**src/rtl/core/bidst_pkg.sv**
```systemverilog
// Types and constants of the bounded identifier set table.
package bidst_pkg;

  localparam int unsigned ID_W    = 22;
  localparam int unsigned COUNT_W = 5;

  typedef enum logic [1:0] {
    OP_LOOKUP = 2'd0,
    OP_ADD    = 2'd1,
    OP_REMOVE = 2'd2,
    OP_CLEAR  = 2'd3
  } op_e;

  typedef enum logic [1:0] {
    ST_OK        = 2'd0,
    ST_INVALID   = 2'd1,
    ST_FULL      = 2'd2,
    ST_NOT_FOUND = 2'd3
  } status_e;

  typedef enum logic [1:0] {
    FSM_IDLE = 2'd0,
    FSM_CMP  = 2'd1,
    FSM_UPD  = 2'd2
  } fsm_e;

  typedef struct packed {
    op_e             op;
    logic [ID_W-1:0] id;
  } req_t;

  typedef struct packed {
    status_e            status;
    logic               hit;
    logic [COUNT_W-1:0] count;
  } rsp_t;

  // Command broadcast from the controller to every cell.
  typedef struct packed {
    logic            add_en;
    logic            rm_en;
    logic [ID_W-1:0] id;
  } cell_cmd_t;

endpackage

```
**src/rtl/core/bidst_cell.sv**
```systemverilog
// One slot of the table: stored identifier, compare, append and shift-down.
module bidst_cell #(
  parameter int unsigned CAPACITY = 16,
  parameter int unsigned IDX      = 0
) (
  input  logic                                        clk_i,
  input  bidst_pkg::cell_cmd_t                        cmd_i,
  input  logic [$clog2(CAPACITY+1)-1:0]               count_i,
  input  logic [((CAPACITY > 1) ? $clog2(CAPACITY) : 1)-1:0] rm_idx_i,
  input  logic [bidst_pkg::ID_W-1:0]                  next_id_i,
  output logic [bidst_pkg::ID_W-1:0]                  id_o,
  output logic                                        match_o
);
  import bidst_pkg::*;

  localparam int unsigned CNT_W = $clog2(CAPACITY + 1);
  localparam int unsigned IDX_W = (CAPACITY > 1) ? $clog2(CAPACITY) : 1;

  logic [ID_W-1:0] id_q, id_d;
  logic            valid;
  logic            load;
  logic            shift;

  // The slot holds a live entry when it lies below the fill count.
  assign valid   = (CNT_W'(IDX) < count_i);
  assign match_o = valid && (id_q == cmd_i.id);
  assign id_o    = id_q;

  // Append lands in the first free slot; removal pulls the upper neighbor down.
  assign load  = cmd_i.add_en && (CNT_W'(IDX) == count_i);
  assign shift = cmd_i.rm_en && (IDX_W'(IDX) >= rm_idx_i) && (CNT_W'(IDX + 1) < count_i);

  always_comb begin
    id_d = id_q;
    if (load) begin
      id_d = cmd_i.id;
    end else if (shift) begin
      id_d = next_id_i;
    end
  end

  always_ff @(posedge clk_i) begin
    id_q <= id_d;
  end

endmodule

```
**src/rtl/core/bounded_id_set_table_core.sv**
```systemverilog
// A request is captured on acceptance, compared in the compare state, then decided in
// the update state and registered as the response; the update waits while a response
// is stalled, and the next request enters during the update over the row of cells.
// Reset: the fill count and the handshake state clear; slot contents are left
// as they are and are never read before an append writes them.
module bounded_id_set_table_core #(
  parameter int unsigned CAPACITY = 16
) (
  input  logic            clk_i,
  input  logic            rst_ni,
  input  logic            in_valid_i,
  output logic            in_ready_o,
  input  bidst_pkg::req_t in_req_i,
  output logic            out_valid_o,
  input  logic            out_ready_i,
  output bidst_pkg::rsp_t out_rsp_o
);
  import bidst_pkg::*;

  localparam int unsigned CNT_W = $clog2(CAPACITY + 1);
  localparam int unsigned IDX_W = (CAPACITY > 1) ? $clog2(CAPACITY) : 1;

  fsm_e               state_q, state_d;
  req_t               req_q;
  logic [CNT_W-1:0]   cnt_q, cnt_d;
  logic               hit_q;
  logic [IDX_W-1:0]   idx_q;
  logic               out_valid_q, out_valid_d;
  rsp_t               out_q, out_d;

  cell_cmd_t          cmd;
  logic [CAPACITY-1:0] match;
  logic [ID_W-1:0]    cell_id   [CAPACITY];
  logic [ID_W-1:0]    cell_next [CAPACITY];
  logic               any_match;
  logic [IDX_W-1:0]   match_idx;
  logic               can_write;
  logic               in_fire;

  // Row of cells; each takes its upper neighbor's identifier on a removal.
  for (genvar g = 0; g < CAPACITY; g++) begin : g_cell
    if (g + 1 < CAPACITY) begin : g_mid
      assign cell_next[g] = cell_id[g+1];
    end else begin : g_end
      assign cell_next[g] = '0;
    end
    bidst_cell #(
      .CAPACITY (CAPACITY),
      .IDX      (g)
    ) u_cell (
      .clk_i     (clk_i),
      .cmd_i     (cmd),
      .count_i   (cnt_q),
      .rm_idx_i  (idx_q),
      .next_id_i (cell_next[g]),
      .id_o      (cell_id[g]),
      .match_o   (match[g])
    );
  end

  // Stored identifiers are unique, so the match vector is one-hot or empty.
  always_comb begin
    match_idx = '0;
    for (int i = 0; i < CAPACITY; i++) begin
      if (match[i]) begin
        match_idx = match_idx | IDX_W'(i);
      end
    end
  end
  assign any_match = |match;

  assign can_write  = !out_valid_q || out_ready_i;
  assign in_ready_o = (state_q == FSM_IDLE) || ((state_q == FSM_UPD) && can_write);
  assign in_fire    = in_valid_i && in_ready_o;

  // Controller: decides the outcome in the update cycle and drives the cells.
  always_comb begin
    state_d     = state_q;
    cnt_d       = cnt_q;
    out_valid_d = out_valid_q && !out_ready_i;
    out_d       = out_q;
    cmd.add_en  = 1'b0;
    cmd.rm_en   = 1'b0;
    cmd.id      = req_q.id;
    case (state_q)
      FSM_IDLE: begin
        if (in_fire) begin
          state_d = FSM_CMP;
        end
      end
      FSM_CMP: begin
        state_d = FSM_UPD;
      end
      FSM_UPD: begin
        if (can_write) begin
          out_d.status = ST_OK;
          out_d.hit    = 1'b0;
          case (req_q.op)
            OP_LOOKUP: begin
              out_d.hit = hit_q;
            end
            OP_ADD: begin
              if (req_q.id == '0) begin
                out_d.status = ST_INVALID;
              end else if (hit_q) begin
                out_d.hit = 1'b1;
              end else if (cnt_q >= CNT_W'(CAPACITY)) begin
                out_d.status = ST_FULL;
              end else begin
                cmd.add_en = 1'b1;
                cnt_d      = cnt_q + CNT_W'(1);
              end
            end
            OP_REMOVE: begin
              if (!hit_q) begin
                out_d.status = ST_NOT_FOUND;
              end else begin
                out_d.hit = 1'b1;
                cmd.rm_en = 1'b1;
                cnt_d     = cnt_q - CNT_W'(1);
              end
            end
            default: begin
              cnt_d = '0;
            end
          endcase
          out_d.count = COUNT_W'(cnt_d);
          out_valid_d = 1'b1;
          state_d     = in_fire ? FSM_CMP : FSM_IDLE;
        end
      end
      default: begin
        state_d = FSM_IDLE;
      end
    endcase
  end

  // Control state.
  always_ff @(posedge clk_i or negedge rst_ni) begin
    if (!rst_ni) begin
      state_q     <= FSM_IDLE;
      cnt_q       <= '0;
      out_valid_q <= 1'b0;
    end else begin
      state_q     <= state_d;
      cnt_q       <= cnt_d;
      out_valid_q <= out_valid_d;
    end
  end

  // Payload: request capture, compare result and response register.
  always_ff @(posedge clk_i) begin
    if (in_fire) begin
      req_q <= in_req_i;
    end
    if (state_q == FSM_CMP) begin
      hit_q <= any_match;
      idx_q <= match_idx;
    end
    out_q <= out_d;
  end

  assign out_valid_o = out_valid_q;
  assign out_rsp_o   = out_q;

endmodule

```
**config.mk**
```make
export PLATFORM = sky130hd
export DESIGN_NAME = bounded_id_set_table_core
export DESIGN_NICKNAME = d
export VERILOG_FILES = /design/src/rtl/core/bidst_pkg.sv /design/src/rtl/core/bidst_cell.sv /design/src/rtl/core/bounded_id_set_table_core.sv
export SDC_FILE = /design/constraint.sdc
export NUM_CORES = 1
export LEC_CHECK = 0
export ABC_AREA = 1
export BUFFER_PORTS_ARGS = -buffer_cell sky130_fd_sc_hd__buf_2
export CAP_MARGIN = 20
export CORE_MARGIN = 8
export CORE_UTILIZATION = 35
export CTS_CLUSTER_SIZE = 28
export DETAILED_ROUTE_END_ITERATION = 8
export REMOVE_ABC_BUFFERS = 1
export SYNTH_ARGS = -nofsm -noshare
export SYNTH_HDL_FRONTEND = slang
export SYNTH_HIERARCHICAL = 1
export SYNTH_SLANG_ARGS = --single-unit
```
**constraint.sdc**
```tcl
create_clock -name clk_i -period 9.7 [get_ports clk_i]
set_clock_uncertainty 0.05 [all_clocks]
set_input_delay 0.97 -clock clk_i [delete_from_list [all_inputs] [get_ports clk_i]]
set_output_delay 0.97 -clock clk_i [all_outputs]
set_load 0.03 [all_outputs]
```
==> flow_summary.toml, run 1 <==
[clock_network]
worst_skew_pair.late_latency_ns = 0.59
ctsResizeCount = 0
clockBufferDepth = 3
number_of_buffers_created_by_cts = 47
clk_pin_slew_ns = 0.06
cts-root-buf = "clkbuf_16"
holdBufCountCts = 0
tritoncts = "done"
clock_sink_count = 397
post_cts_buffers = 0
clock_tree.htree_level_count = 2

[timing]
max_clock_freq_mhz = 225
worst_slew_pin_slew_ns = 0.996
total_negative_setup_slacks_ns = 0
rsz0062_at_grt = "false"
timing.final.crit_share_pct = 45.8
slew-limit-headroom_pct = 33.5
holdWs_ns = 0.165
setup-violations-final = 0
worst_slack_ns = 5.26
final-max-slew-violation-count = 0
fin_crit_ns = 4.44
timing.final.hold_violations = 0

[synth]
synth-async-reset-ratio_pct = 2.02
synth_top_cell_by_area = "edfxtp_1"
postSynthRegisterBits = 397
share_of_the_yosys_chip_area_belonging_to_registers_pct = 45.9
synth_cell_type_count = 55
dominantRegCellSynth = "edfxtp_1"
synth_commonest_cells = "1,361 x nand2_1, 606 x inv_1, 389 x edfxtp_1"
number_of_enable_flip_flop_cells_after_synthesis = 389
synthMostInstantiatedCell = "nand2_1"
yosys_warning_total = 6
syn_std_cell_area_um2 = 25900
mapped_cells = 3300
syn_area_per_cell_um2 = 7.84
synth_area_leaders = "edfxtp_1 45%, nand2_1 20%, inv_1 8.8%, o21ai_2 8.4%, nor2_1 3.1%"
synth_largest_type_area_fraction_pct = 45.1

[grt]
maximum_number_of_pins_on_one_net_before_global_route_repair = 46
global_route.overflow_total = 0
groute.usage.overall_pct = 16.9
grt_pass1_vias = 19100
antenna_found_initial = 0
global_route_wire_length_before_repair_um = 110000

[die]
dieHeight_um = 288
coreArea_um2 = 73100
initial_utilization_pct = 35.4
boundaryPins = 38
die_x_um = 288
rows = 99
die_area_um2 = 82900

[setup_path]
timing.setup.critical_path_class = "reg2reg"
critPathCaptureType = "register"
critical_path.cell_chain = "buf_4 -> nor2_1 -> nand2_1 -> nor2_8 -> nand3_4 -> nand2_1 -> nor4_2 -> buf_4 -> nand4_4 -> nand2_1"
setup.worst_path.start_class = "register"
arrival_ns = 4.60
worst_path_most_repeated_cell = "nand2_1"
crit_slowest_cell = "nand2_1"
crit_fanout = 45
worst-endpoint-required_ns = 9.87
max_stage_delay_ns = 1.02

[detailed_routing]
detailed_router_iteration_count_before_antenna_repair = 5
via_count = 20300
avgViaCountPerCell = 4.65
dr_wl_met3_um = 4290
detail_route.wl_per_cell_um = 16.3
wirelength_um = 71100
wl_met1_um = 32900
number_of_nets_with_antenna_violations_after_detailed_routing = 0
drt_iter0_markers = 1837
top_layer_used = "met4"
detail_route.drc_violations = 0
detailroute.wirelength.met2_um = 31900

[cells_and_area]
fraction_of_layout_instances_using_a_drive_strength_above_1_pct = 14.1
num_antenna_cells = 0
nNetsFinal = 3413
syn2layout_area_growth_pct = 10.0
finish.utilization_pct = 39.0
stdcell_count = 4374

[power]
leakage_power_summed_over_all_cells_nw = 13.9
vdd.ir_drop.worst_uv = 238
power_per_cell_area_nw_per_um2 = 151

[place]
place_hpwl_um = 46500
pre_cts_slack_ns = 5.02
io_buffers = 37
placed_cells = 4284
globalplace.congestion = 0.840

[worst_hold_path]
hold_path_class = "in2async"

[status]
status = "finished clean"

[job]
cap_viol_max_count = 0
state kept, by name, indices dropped and copies added, names as in the netlist:
signal	count
out_valid_o	1
state_q	2
cnt_q	5
hit_q	1
idx_q	4
g_cell.u_cell/id_o	352
cmd	22
out_rsp_o	8
req_q	2
cells in the final DEF (no fill, tap or decap), types with 37 or more instances in the layout:
cell	Yosys	final
nand2_1	1361	1361
nand3_1	69	69
xnor2_1	86	86
clkbuf_16	0	49
inv_1	606	606
o21ai_0	56	50
buf_2	7	37
o21ai_2	248	254
edfxtp_1	389	389
nor2_1	212	212
report_power, final:
group / switching, mW / internal [mW] / leakage, nW
registers: 0.0292 / 1.90 / 3.62
logic: 0.520 / 0.185 / 9.59
clock network: 0.733 / 0.936 / 0.703
total: 1.28 / 3.02 / 13.9
worst max-delay path: cells and delay by family (launching register included):
kind                   cells  cell delay (ns)
and+or+nand+nor            8             2.48
DFF                        1             0.32
buffers and inverters      2             1.13
final timing paths:
kind                            startpoint                    endpoint  slack [ns]  cells past startpoint
worst max-delay path               cmd[15]  g_cell[11].u_cell/id_o[12]        5.26                     10
worst min-delay path                rst_ni                 out_valid_o        0.16                      1
worst max register to register     cmd[15]  g_cell[11].u_cell/id_o[12]        5.26                     10
worst min register to register  state_q[1]                  state_q[1]        0.49                      1
max in group asynchronous           rst_ni                    cnt_q[4]        9.24                      1
min in group clk_i              state_q[1]                  state_q[1]        0.49                      1
through the flow:
step | instance area (um2) | total power, mW
after floorplan | 25200 | 2.44
after global placement | 26900 | 2.66
after detailed placement | 27000 | 2.66
after CTS | 28400 | 4.33
after global routing | 28500 | 4.48
final | 28500 | 4.30
metal layers:
metal / track usage (%) / vias up
met2: 26.8 / 529
li1: - / 10400
met1: 23.9 / 9327
met4: 5.32 / 0
met5: 0 / -
met3: 2.25 / 114
layout make-up:
type	instances	area, um2
Multi-Input combinational cell	2242	11100
Sequential cell	397	11900
Fill cell	7568	44600
Clock inverter	25	129
Tap cell	959	1200
Clock buffer	61	1290
Timing Repair Buffer	76	543
Inverter	614	2310
cell families (layout without fill, tap and decap cells):
logic type | after synthesis | count (layout) | share of synthesized area (%)
and+or+nand+nor | 1752 | 1752 | 28.0
buffers and inverters | 682 | 776 | 11.6
DFF | 397 | 397 | 45.9
AOI/OAI and AO/OA | 367 | 367 | 10.9
xor gates and xnor gates | 92 | 92 | 3.11
adders and majority gates | 7 | 7 | 0.339
muxes | 2 | 2 | 0.116
other | 1 | 22 | 0.0145
No activity file was read; power rests on OpenSTA's default activity.
==> run 2: changes to the inputs <==
- clock period: 9.7 -> 3.6 ns (I/O delays scaled with it)
==> flow_summary.toml, run 2 (synthesized netlist as in run 1, its figures left out) <==
[timing]
setup-violations-final = 0
max_clock_freq_mhz = 312
total_negative_setup_slacks_ns = 0
rsz0062_at_grt = "false"
worst_slack_ns = 0.394
worst_slew_pin_slew_ns = 1.04
final-max-slew-violation-count = 0
fin_crit_ns = 3.21
timing.final.hold_violations = 0
timing.final.crit_share_pct = 89.1
slew-limit-headroom_pct = 30.5

[clock_network]
tritoncts = "done"
worst_skew_pair.late_latency_ns = 0.60
number_of_buffers_created_by_cts = 48
clk_pin_slew_ns = 0.06
holdBufCountCts = 27
clock_sink_count = 397
cts-root-buf = "clkbuf_16"
clockBufferDepth = 3
clock_tree.htree_level_count = 2
post_cts_buffers = 0
ctsResizeCount = 0

[detailed_routing]
wirelength_um = 72000
avgViaCountPerCell = 4.66
number_of_nets_with_antenna_violations_after_detailed_routing = 0
detail_route.drc_violations = 0
detail_route.wl_per_cell_um = 16.3
drt_iter0_markers = 1837
via_count = 20600
detailed_router_iteration_count_before_antenna_repair = 5

[grt]
antenna_found_initial = 0
groute.usage.overall_pct = 17.2
grt_pass1_vias = 19600
global_route.overflow_total = 0
maximum_number_of_pins_on_one_net_before_global_route_repair = 45
global_route_wire_length_before_repair_um = 112000

[setup_path]
max_stage_delay_ns = 0.38
setup.worst_path.start_class = "register"
critical_path_buf_inv_count = 5
worst_path_most_repeated_cell = "nand2_1"
critical_path.cell_chain = "inv_1 -> nand2_1 -> nor2_8 -> inv_1 -> nor4_2 -> buf_4 -> nand2_1 -> nor2_4 -> inv_2 -> nand2_1 -> buf_4"
critPathCaptureType = "register"
cell_family_with_the_largest_share_of_critical_path_delay = "simple AND/OR/NAND/NOR gates"
worst-endpoint-required_ns = 3.82
crit_fanout = 39
timing.setup.critical_path_class = "reg2reg"
arrival_ns = 3.42
crit_slowest_cell = "nor4_2"

[cells_and_area]
mostFrequentLayoutCells = "1,361 x nand2_1, 606 x inv_1, 389 x edfxtp_1"
number_of_flip_flops_under_the_largest_register_name = 352
fillerInstances = 7471
fraction_of_layout_instances_using_a_drive_strength_above_1_pct = 14.7
finish.utilization_pct = 39.7
num_antenna_cells = 0
multi_input_comb_area_um2 = 11100
finish.instance_area_um2 = 29000
nNetsFinal = 3469
final_common_cell = "nand2_1"
syn2layout_area_growth_pct = 12.2
seqCellArea_um2 = 11900

[die]
rows = 99
coreArea_um2 = 73100
initial_utilization_pct = 35.4
dieHeight_um = 288
die_x_um = 288
boundaryPins = 38
die_area_um2 = 82900

[power]
vdd.ir_drop.worst_uv = 360
leakage_power_summed_over_all_cells_nw = 14.2
power_per_cell_area_nw_per_um2 = 410
total_power_mw = 11.9

[status]
status = "finished clean"

[place]
globalplace.congestion = 0.841
io_buffers = 37
pre_cts_slack_ns = 0.429
place_hpwl_um = 48200
postPlaceCellArea_um2 = 27300

[worst_hold_path]
hold_path_class = "in2async"

[job]
cap_viol_max_count = 0
-- run 2: worst register-to-register path, delay by kind of cell (launching register included) --
family,cells,cell delay [ns]
simple gates,6,1.29
buf+inv,5,1.15
flops,1,0.37
-- run 2: final timing paths --
check / startpoint / to / slack [ns] / cells after the start
max in group asynchronous: rst_ni / cnt_q[0] / 3.16 / 2
worst max-delay path: state_q[0] / g_cell[1].u_cell/id_o[16] / 0.39 / 11
worst min register to register: state_q[1] / state_q[1] / 0.49 / 1
min in group clk_i: in_req_i[8] / cmd[8] / 0.41 / 2
worst min-delay path: rst_ni / state_q[0] / 0.14 / 2
worst max register to register: state_q[0] / g_cell[1].u_cell/id_o[16] / 0.39 / 11
-- run 2: metrics by stage --
stage,std cells,hold WS [ns]
floorplan,3253,0.0144
global placement,4315,0.166
detailed placement,4316,0.165
CTS,4429,0.0622
global route,4429,0.134
finish,4429,0.136
-- run 2: area by class of cell --
class	count	area share (%)
multi-input cells	2242	38.3
clock buffers	71	4.65
repair buffers	131	3.50
inverters	614	7.95
flip-flops and latches	397	40.9
well taps	959	4.13
clock inverters	15	0.539
-- run 2: routing by layer --
metal	share of wire (%)	vias to the layer above	global-route usage [%]
li1	-	10500	-
met1	45	9435	23.0
met2	46	575	28.4
met3	6.2	133	2.78
met4	3.0	0	5.42
met5	0	-	0
-- run 2: report_power, final --
part	total (mW)	internal [mW]	switching, mW
Combinational	1.85	0.532	1.31
Sequential	5.30	5.11	0.189
Clock	4.76	2.74	2.01
